### src/rtl/f32fma_pkg.sv
// ----------------------------------------------------------------------------
// f32fma_pkg
// Types, constants and helper functions for the single-precision fused
// multiply-add pipeline.
// ----------------------------------------------------------------------------
`default_nettype none

package f32fma_pkg;

    localparam int unsigned FW = 32;

    localparam logic [31:0] QNAN_DEFAULT = 32'hFFC0_0000;
    localparam logic [31:0] INF_BITS     = 32'h7F80_0000;
    localparam logic [31:0] QUIET_BIT    = 32'h0040_0000;

    typedef logic signed [11:0] t_exp;

    // Position of the highest set bit; zero for a zero word.
    function automatic logic [5:0] top_bit64(input logic [63:0] x);
        logic [5:0] p;
        p = 6'd0;
        for (int i = 0; i < 64; i++) begin
            if (x[i]) begin
                p = 6'(i);
            end
        end
        return p;
    endfunction

endpackage

`default_nettype wire

### src/rtl/float32_fused_multiply_add.sv
// ----------------------------------------------------------------------------
// float32_fused_multiply_add
// Single-precision a*b+c with one rounding to nearest even, six-stage pipeline.
// Throughput: one transaction per cycle while the pipeline advances. The input
// register feeds the multiply, product normalise, align-and-add, leading-one
// search and round stages, and the round stage feeds the output register.
// The whole pipeline advances whenever the output register is empty or taken.
// Reset (synchronous, active low) clears all stage valid flags only.
// ----------------------------------------------------------------------------
`default_nettype none

module float32_fused_multiply_add (
    input  wire logic        i_clk,
    input  wire logic        i_rst_n,
    input  wire logic        s_axis_tvalid,
    output logic             s_axis_tready,
    input  wire logic [95:0] s_axis_tdata,  // a_value [31:0], b_value [63:32], c_value [95:64]
    output logic             m_axis_tvalid,
    input  wire logic        m_axis_tready,
    output logic [31:0]      m_axis_tdata   // sum_value [31:0]
);
    import f32fma_pkg::*;

    logic en;
    logic [5:0] r_v;

    assign en            = !r_v[5] || m_axis_tready;
    assign s_axis_tready = en;
    assign m_axis_tvalid = r_v[5];

    always_ff @(posedge i_clk) begin
        if (!i_rst_n) begin
            r_v <= '0;
        end else if (en) begin
            r_v <= {r_v[4:0], s_axis_tvalid};
        end
    end

    // Stage 0: input register.
    logic [31:0] r_a, r_b, r_c;
    always_ff @(posedge i_clk) begin
        if (en) begin
            r_a <= s_axis_tdata[31:0];
            r_b <= s_axis_tdata[63:32];
            r_c <= s_axis_tdata[95:64];
        end
    end

    // Stage 1: specials and significand product.
    logic [23:0] ma, mb, mc;
    logic [7:0]  xa, xb, xc;
    logic        nan_a, nan_b, nan_c, inf_a, inf_b, inf_c, sp, sc;
    logic [47:0] n_prod;
    logic        n_spec1;
    logic [31:0] n_sval1;

    always_comb begin
        ma = {r_a[30:23] != 8'd0, r_a[22:0]};
        mb = {r_b[30:23] != 8'd0, r_b[22:0]};
        mc = {r_c[30:23] != 8'd0, r_c[22:0]};
        xa = (r_a[30:23] != 8'd0) ? r_a[30:23] : 8'd1;
        xb = (r_b[30:23] != 8'd0) ? r_b[30:23] : 8'd1;
        xc = (r_c[30:23] != 8'd0) ? r_c[30:23] : 8'd1;
        nan_a = (r_a[30:23] == 8'hFF) && (r_a[22:0] != 23'd0);
        nan_b = (r_b[30:23] == 8'hFF) && (r_b[22:0] != 23'd0);
        nan_c = (r_c[30:23] == 8'hFF) && (r_c[22:0] != 23'd0);
        inf_a = (r_a[30:0] == INF_BITS[30:0]);
        inf_b = (r_b[30:0] == INF_BITS[30:0]);
        inf_c = (r_c[30:0] == INF_BITS[30:0]);
        sp = r_a[31] ^ r_b[31];
        sc = r_c[31];
        n_prod = ma * mb;
        n_spec1 = 1'b1;
        n_sval1 = '0;
        priority if (nan_a) begin
            n_sval1 = r_a | QUIET_BIT;
        end else if (nan_b) begin
            n_sval1 = r_b | QUIET_BIT;
        end else if (nan_c) begin
            n_sval1 = r_c | QUIET_BIT;
        end else if ((inf_a && mb == 24'd0) || (inf_b && ma == 24'd0)) begin
            n_sval1 = QNAN_DEFAULT;
        end else if (inf_a || inf_b) begin
            n_sval1 = (inf_c && sc != sp) ? QNAN_DEFAULT : ({sp, 31'd0} | INF_BITS);
        end else if (inf_c) begin
            n_sval1 = r_c;
        end else if (n_prod == 48'd0) begin
            n_sval1 = (mc == 24'd0) ? {sp & sc, 31'd0} : r_c;
        end else begin
            n_spec1 = 1'b0;
        end
    end

    logic        r1_spec, r1_sp, r1_sc;
    logic [31:0] r1_sval;
    logic [47:0] r1_prod;
    logic [23:0] r1_mc;
    t_exp        r1_ep, r1_ec;
    always_ff @(posedge i_clk) begin
        if (en) begin
            r1_spec <= n_spec1;
            r1_sval <= n_sval1;
            r1_prod <= n_prod;
            r1_mc   <= mc;
            r1_sp   <= sp;
            r1_sc   <= sc;
            r1_ep   <= t_exp'({4'd0, xa}) + t_exp'({4'd0, xb}) - t_exp'(300);
            r1_ec   <= t_exp'({4'd0, xc}) - t_exp'(150);
        end
    end

    // Stage 2: normalise product and addend to bit 61.
    logic [5:0]  pp, pc;
    logic [63:0] n_xp, n_xc;
    t_exp        n_ep2, n_ec2;
    always_comb begin
        pp = top_bit64({16'd0, r1_prod});
        pc = top_bit64({40'd0, r1_mc});
        n_xp  = {16'd0, r1_prod} << (6'd61 - pp);
        n_xc  = {40'd0, r1_mc} << (6'd61 - pc);
        n_ep2 = r1_ep - t_exp'({6'd0, 6'd61 - pp});
        n_ec2 = r1_ec - t_exp'({6'd0, 6'd61 - pc});
    end

    logic        r2_spec, r2_sp, r2_sc, r2_czero;
    logic [31:0] r2_sval;
    logic [63:0] r2_xp, r2_xc;
    t_exp        r2_ep, r2_ec;
    always_ff @(posedge i_clk) begin
        if (en) begin
            r2_spec  <= r1_spec;
            r2_sval  <= r1_sval;
            r2_sp    <= r1_sp;
            r2_sc    <= r1_sc;
            r2_czero <= (r1_mc == 24'd0);
            r2_xp    <= n_xp;
            r2_xc    <= n_xc;
            r2_ep    <= n_ep2;
            r2_ec    <= n_ec2;
        end
    end

    // Stage 3: align the smaller operand with sticky and add.
    logic [63:0] xbig, xsml, sm, n_r3;
    t_exp        ebig, esml, dd, n_eb3;
    logic        n_rs3, pbig, n_spec3;
    logic [31:0] n_sval3;
    always_comb begin
        pbig = (r2_ep > r2_ec) || (r2_ep == r2_ec && r2_xp >= r2_xc);
        xbig = pbig ? r2_xp : r2_xc;
        xsml = pbig ? r2_xc : r2_xp;
        ebig = pbig ? r2_ep : r2_ec;
        esml = pbig ? r2_ec : r2_ep;
        dd   = ebig - esml;
        if (dd >= t_exp'(63)) begin
            sm = 64'd1;
        end else begin
            sm = (xsml >> dd[5:0])
               | {63'd0, (xsml & ~({64{1'b1}} << dd[5:0])) != 64'd0};
        end
        n_spec3 = r2_spec;
        n_sval3 = r2_sval;
        if (r2_czero) begin
            n_r3  = r2_xp;
            n_eb3 = r2_ep;
            n_rs3 = r2_sp;
        end else begin
            n_r3  = (r2_sp == r2_sc) ? xbig + sm : xbig - sm;
            n_eb3 = ebig;
            n_rs3 = pbig ? r2_sp : r2_sc;
            if (!r2_spec && n_r3 == 64'd0) begin
                n_spec3 = 1'b1;
                n_sval3 = '0;
            end
        end
    end

    logic        r3_spec, r3_rs;
    logic [31:0] r3_sval;
    logic [63:0] r3_r;
    t_exp        r3_eb;
    always_ff @(posedge i_clk) begin
        if (en) begin
            r3_spec <= n_spec3;
            r3_sval <= n_sval3;
            r3_r    <= n_r3;
            r3_eb   <= n_eb3;
            r3_rs   <= n_rs3;
        end
    end

    // Stage 4: leading-one position, biased exponent and rounding shift.
    logic [5:0] p4;
    t_exp       n_be4, n_s4;
    always_comb begin
        p4    = top_bit64(r3_r);
        n_be4 = t_exp'({6'd0, p4}) + r3_eb + t_exp'(127);
        n_s4  = (n_be4 < t_exp'(1)) ? (t_exp'(-149) - r3_eb)
                                    : (t_exp'({6'd0, p4}) - t_exp'(23));
    end

    logic        r4_spec, r4_rs;
    logic [31:0] r4_sval;
    logic [63:0] r4_r;
    t_exp        r4_be, r4_s;
    always_ff @(posedge i_clk) begin
        if (en) begin
            r4_spec <= r3_spec;
            r4_sval <= r3_sval;
            r4_r    <= r3_r;
            r4_rs   <= r3_rs;
            r4_be   <= n_be4;
            r4_s    <= n_s4;
        end
    end

    // Stage 5: round to nearest even and pack.
    logic [63:0] q, rem, half, val;
    t_exp        beff, nsh;
    logic [31:0] n_out;
    always_comb begin
        nsh  = -r4_s;
        rem  = '0;
        half = '0;
        if (r4_s <= t_exp'(0)) begin
            q = r4_r << nsh[5:0];
        end else if (r4_s >= t_exp'(64)) begin
            q = '0;
        end else begin
            q    = r4_r >> r4_s[5:0];
            rem  = r4_r & ~({64{1'b1}} << r4_s[5:0]);
            half = 64'd1 << (r4_s[5:0] - 6'd1);
            if (rem > half || (rem == half && q[0])) begin
                q = q + 64'd1;
            end
        end
        beff = (r4_be < t_exp'(1)) ? t_exp'(1) : r4_be;
        val  = ({{52{1'b0}}, beff - t_exp'(1)} << 23) + q;
        if (val >= {32'd0, INF_BITS}) begin
            val = {32'd0, INF_BITS};
        end
        n_out = r4_spec ? r4_sval : {r4_rs, val[30:0]};
    end

    logic [31:0] r_out;
    always_ff @(posedge i_clk) begin
        if (en) begin
            r_out <= n_out;
        end
    end
    assign m_axis_tdata = r_out;

endmodule

`default_nettype wire

### config.mk
export PLATFORM = sky130hd
export DESIGN_NAME = float32_fused_multiply_add
export DESIGN_NICKNAME = d
export VERILOG_FILES = /design/src/rtl/f32fma_pkg.sv /design/src/rtl/float32_fused_multiply_add.sv
export SDC_FILE = /design/constraint.sdc
export NUM_CORES = 2
export LEC_CHECK = 0
export ABC_AREA = 1
export BUFFER_PORTS_ARGS = -buffer_cell sky130_fd_sc_hd__buf_2
export CAP_MARGIN = 15
export CELL_PAD_IN_SITES_DETAIL_PLACEMENT = 1
export CELL_PAD_IN_SITES_GLOBAL_PLACEMENT = 1
export CORE_UTILIZATION = 40
export DETAILED_ROUTE_END_ITERATION = 10
export GPL_ROUTABILITY_DRIVEN = 0
export MAX_ROUTING_LAYER = met4
export PLACE_DENSITY_LB_ADDON = 0.1
export REMOVE_ABC_BUFFERS = 1
export SLEW_MARGIN = 20
export SYNTH_ARGS = -nofsm -noshare
export SYNTH_HDL_FRONTEND = slang
export SYNTH_SLANG_ARGS = --single-unit
export TNS_END_PERCENT = 30
### constraint.sdc
create_clock -name i_clk -period 26.2 [get_ports i_clk]
set_clock_uncertainty 0.1 [all_clocks]
set_input_delay 5.24 -clock i_clk [delete_from_list [all_inputs] [get_ports i_clk]]
set_output_delay 5.24 -clock i_clk [all_outputs]
set_load 0.01 [all_outputs]
==> impl_metrics.ini <==
[setup_path]
cpMaxStageDelayCell = nand2_2
worstPathRequired_ns = 26.57
crit_path_max_incr_delay_ns = 0.98
critPathCaptureType = flip-flop
cp-start-kind = flip-flop
timing.critical_path.mode_cell = nand2_1
cp_max_fo = 74
critical_path_class = reg2reg
arrival_ns = 15.83

[global_route]
track_usage = 0.329
antenna_found_initial = 21
grt_max_degree = 169
gr-total-overflow = 0
grt_pass1_vias = 74900
grt_pass1_wl_mm = 464

[outcome]
status = finished, final reports clean

[clock_tree]
postCtsHoldBufs = 0
htree_levels = 3
tritoncts = yes
cts_root_buffer = clkbuf_16
path_clk_slew_ns = 0.06
insertion_delay_ns = 0.74
cts_buffers = 83
cts_num_sinks = 680
cts_resized = 0
postCtsSetupBuffers = 0
clockBufferDepth = 3

[floorplanning]
die_h_um = 438
ios = 134
start_util = 0.404
rows = 159
dieArea_um2 = 191000
dieWidth_um = 438
fp.coreArea_um2 = 188000

[final_layout]
fin_nets = 11400
multi_input_area_um2 = 47200
regArea_um2 = 20400
syn_to_final_growth_pct = 7.45
fin_util = 0.434
mostFrequentLayoutCells = nand2_1, inv_1, o21ai_0
layout-drive-gt1-share = 0.0486
final_common_cell = nand2_1
fill_cells = 23700

[routing]
num_vias = 72500
ant_nets = 0
drtIter0Drc = 6262
avgViaCountPerCell = 5.59
routed_wirelength_mm = 309
wl_per_cell_um = 23.8
dr.pass1.iters = 6
drcViolationCount = 0

[logic_synthesis]
yosys.area.top_type = edfxtp_1
synth-async-reset-ratio = 0
netlist.area_leader.share = 0.267
ys.flop_type = edfxtp_1
ys_warn_count = 0
syn_area_um2 = 75900
netlist_instances = 10500
synth.ff_latch_count = 680
synth_edf_count = 674
yosysSeqAreaShare = 0.268
synthTopCellsByArea = edfxtp_1, nand2_1, fa_1, inv_1, ha_1
syn_avg_cell_area_um2 = 7.20
synthDistinctLibCells = 75

[min_path]
hold_class = reg2reg

[timing]
fmax_ghz = 0.0647
timing.slew.headroom = 0.162
drv_slew = 0
layout_min_cycle_time_ns = 15.47
rsz0062_at_grt = no
finalCritPeriodShare = 0.590
hold_viol = 0
tightest_slew_ns = 1.26
setup_tns_ns = 0
setup-violations-final = 0

[place]
hpwl_mm = 249
port_buffers = 133

[run]
max-cap-violations = 0
-- final timing paths --
path | from | endpoint | slack [ns] | cells past startpoint
worst max register to register | r2_xp[14] | r3_sval[11] | 10.73 | 74
worst min-delay path | r3_sval[19] | r4_sval[19] | 0.31 | 0
worst min register to register | r3_sval[19] | r4_sval[19] | 0.31 | 0
worst max-delay path | r2_xp[14] | r3_sval[11] | 10.73 | 74
-- Yosys cell counts (all sizes together), types with 10 or more instances --
cell,count
nand4,120
a211oi,26
nand3,284
o21ai,1155
nor4,71
a21o,11
o31ai,21
mux2i,77
nor3,84
ha,449
edfxtp,674
fa,488
a221o,11
o21a,13
nand2,2786
xnor2,97
o22ai,52
clkbuf,427
nor2,1055
buf,112
inv,1676
a22oi,10
o211ai,44
clkinv,17
o221ai,40
a21oi,355
a31oi,61
o21bai,16
a221oi,20
or2,29
xor2,161
a21boi,12
-- cell type report --
type | count | area share
antenna | 11 | 0.000338
sequential | 680 | 0.250
clock inverter | 56 | 0.00715
inverter | 1693 | 0.0780
tap | 2495 | 0.0383
timing repair buffer | 279 | 0.0218
clock buffer | 93 | 0.0259
multi-input combinational | 7660 | 0.579
-- worst max-delay path: cells and delay by family, from the launching register on --
family	cells	cell delay (ns)
DFF	1	0.45
xor gates and xnor gates	1	0.15
adders and majority gates	3	1.07
AOI/OAI and AO/OA	17	3.38
and+or+nand+nor	43	7.59
buffers and inverters	10	2.33
-- through the flow --
stage                     hold slack [ns]  area (um^2)  worst slack (ns)  instances
after floorplan                     0.300        73800              2.40      10000
after global placement              0.302        78800             11.36      12800
after detailed placement            0.306        78800             11.12      12800
after CTS                           0.317        81500             11.00      13000
after global routing                0.322        81500              9.50      13000
final                               0.310        81500             10.73      13000
-- cells by family after synthesis --
| logic type | count (synthesis) | share of synthesized area |
|---|---|---|
| xor gates and xnor gates | 258 | 0.0299 |
| DFF | 680 | 0.268 |
| muxes | 78 | 0.0103 |
| adders and majority gates | 937 | 0.203 |
| and+or+nand+nor | 4458 | 0.237 |
| buffers and inverters | 2232 | 0.113 |
| AOI/OAI and AO/OA | 1894 | 0.139 |
| other | 1 | 0.0000494 |
-- flip-flops by register name (all words and copies together) (netlist names), 9 cells and up --
signal        flops
r2_xc            64
r2_xp            64
r3_r             64
r4_r             64
r1_prod          48
m_axis_tdata     32
r1_sval          32
r2_sval          32
r3_sval          32
r4_sval          32
r_a              32
r_b              32
r_c              32
r1_mc            24
r2_ec            12
r2_ep            12
r3_eb            12
r4_be            12
r4_s             12
r1_ep            10
r1_ec             9
-- routing by layer --
layer | vias up | routed length [um] | GRT usage
met2 | 2341 | 148000 | 0.544
li1 | 33600 | - | -
met4 | 0 | 16600 | 0.157
met5 | - | 0 | -
met3 | 636 | 16700 | 0.0334
met1 | 35900 | 127000 | 0.404
Power is left out: the tool's default activity adds up to more than one toggle a clock period on the data nets, which glitch-free logic cannot reach.
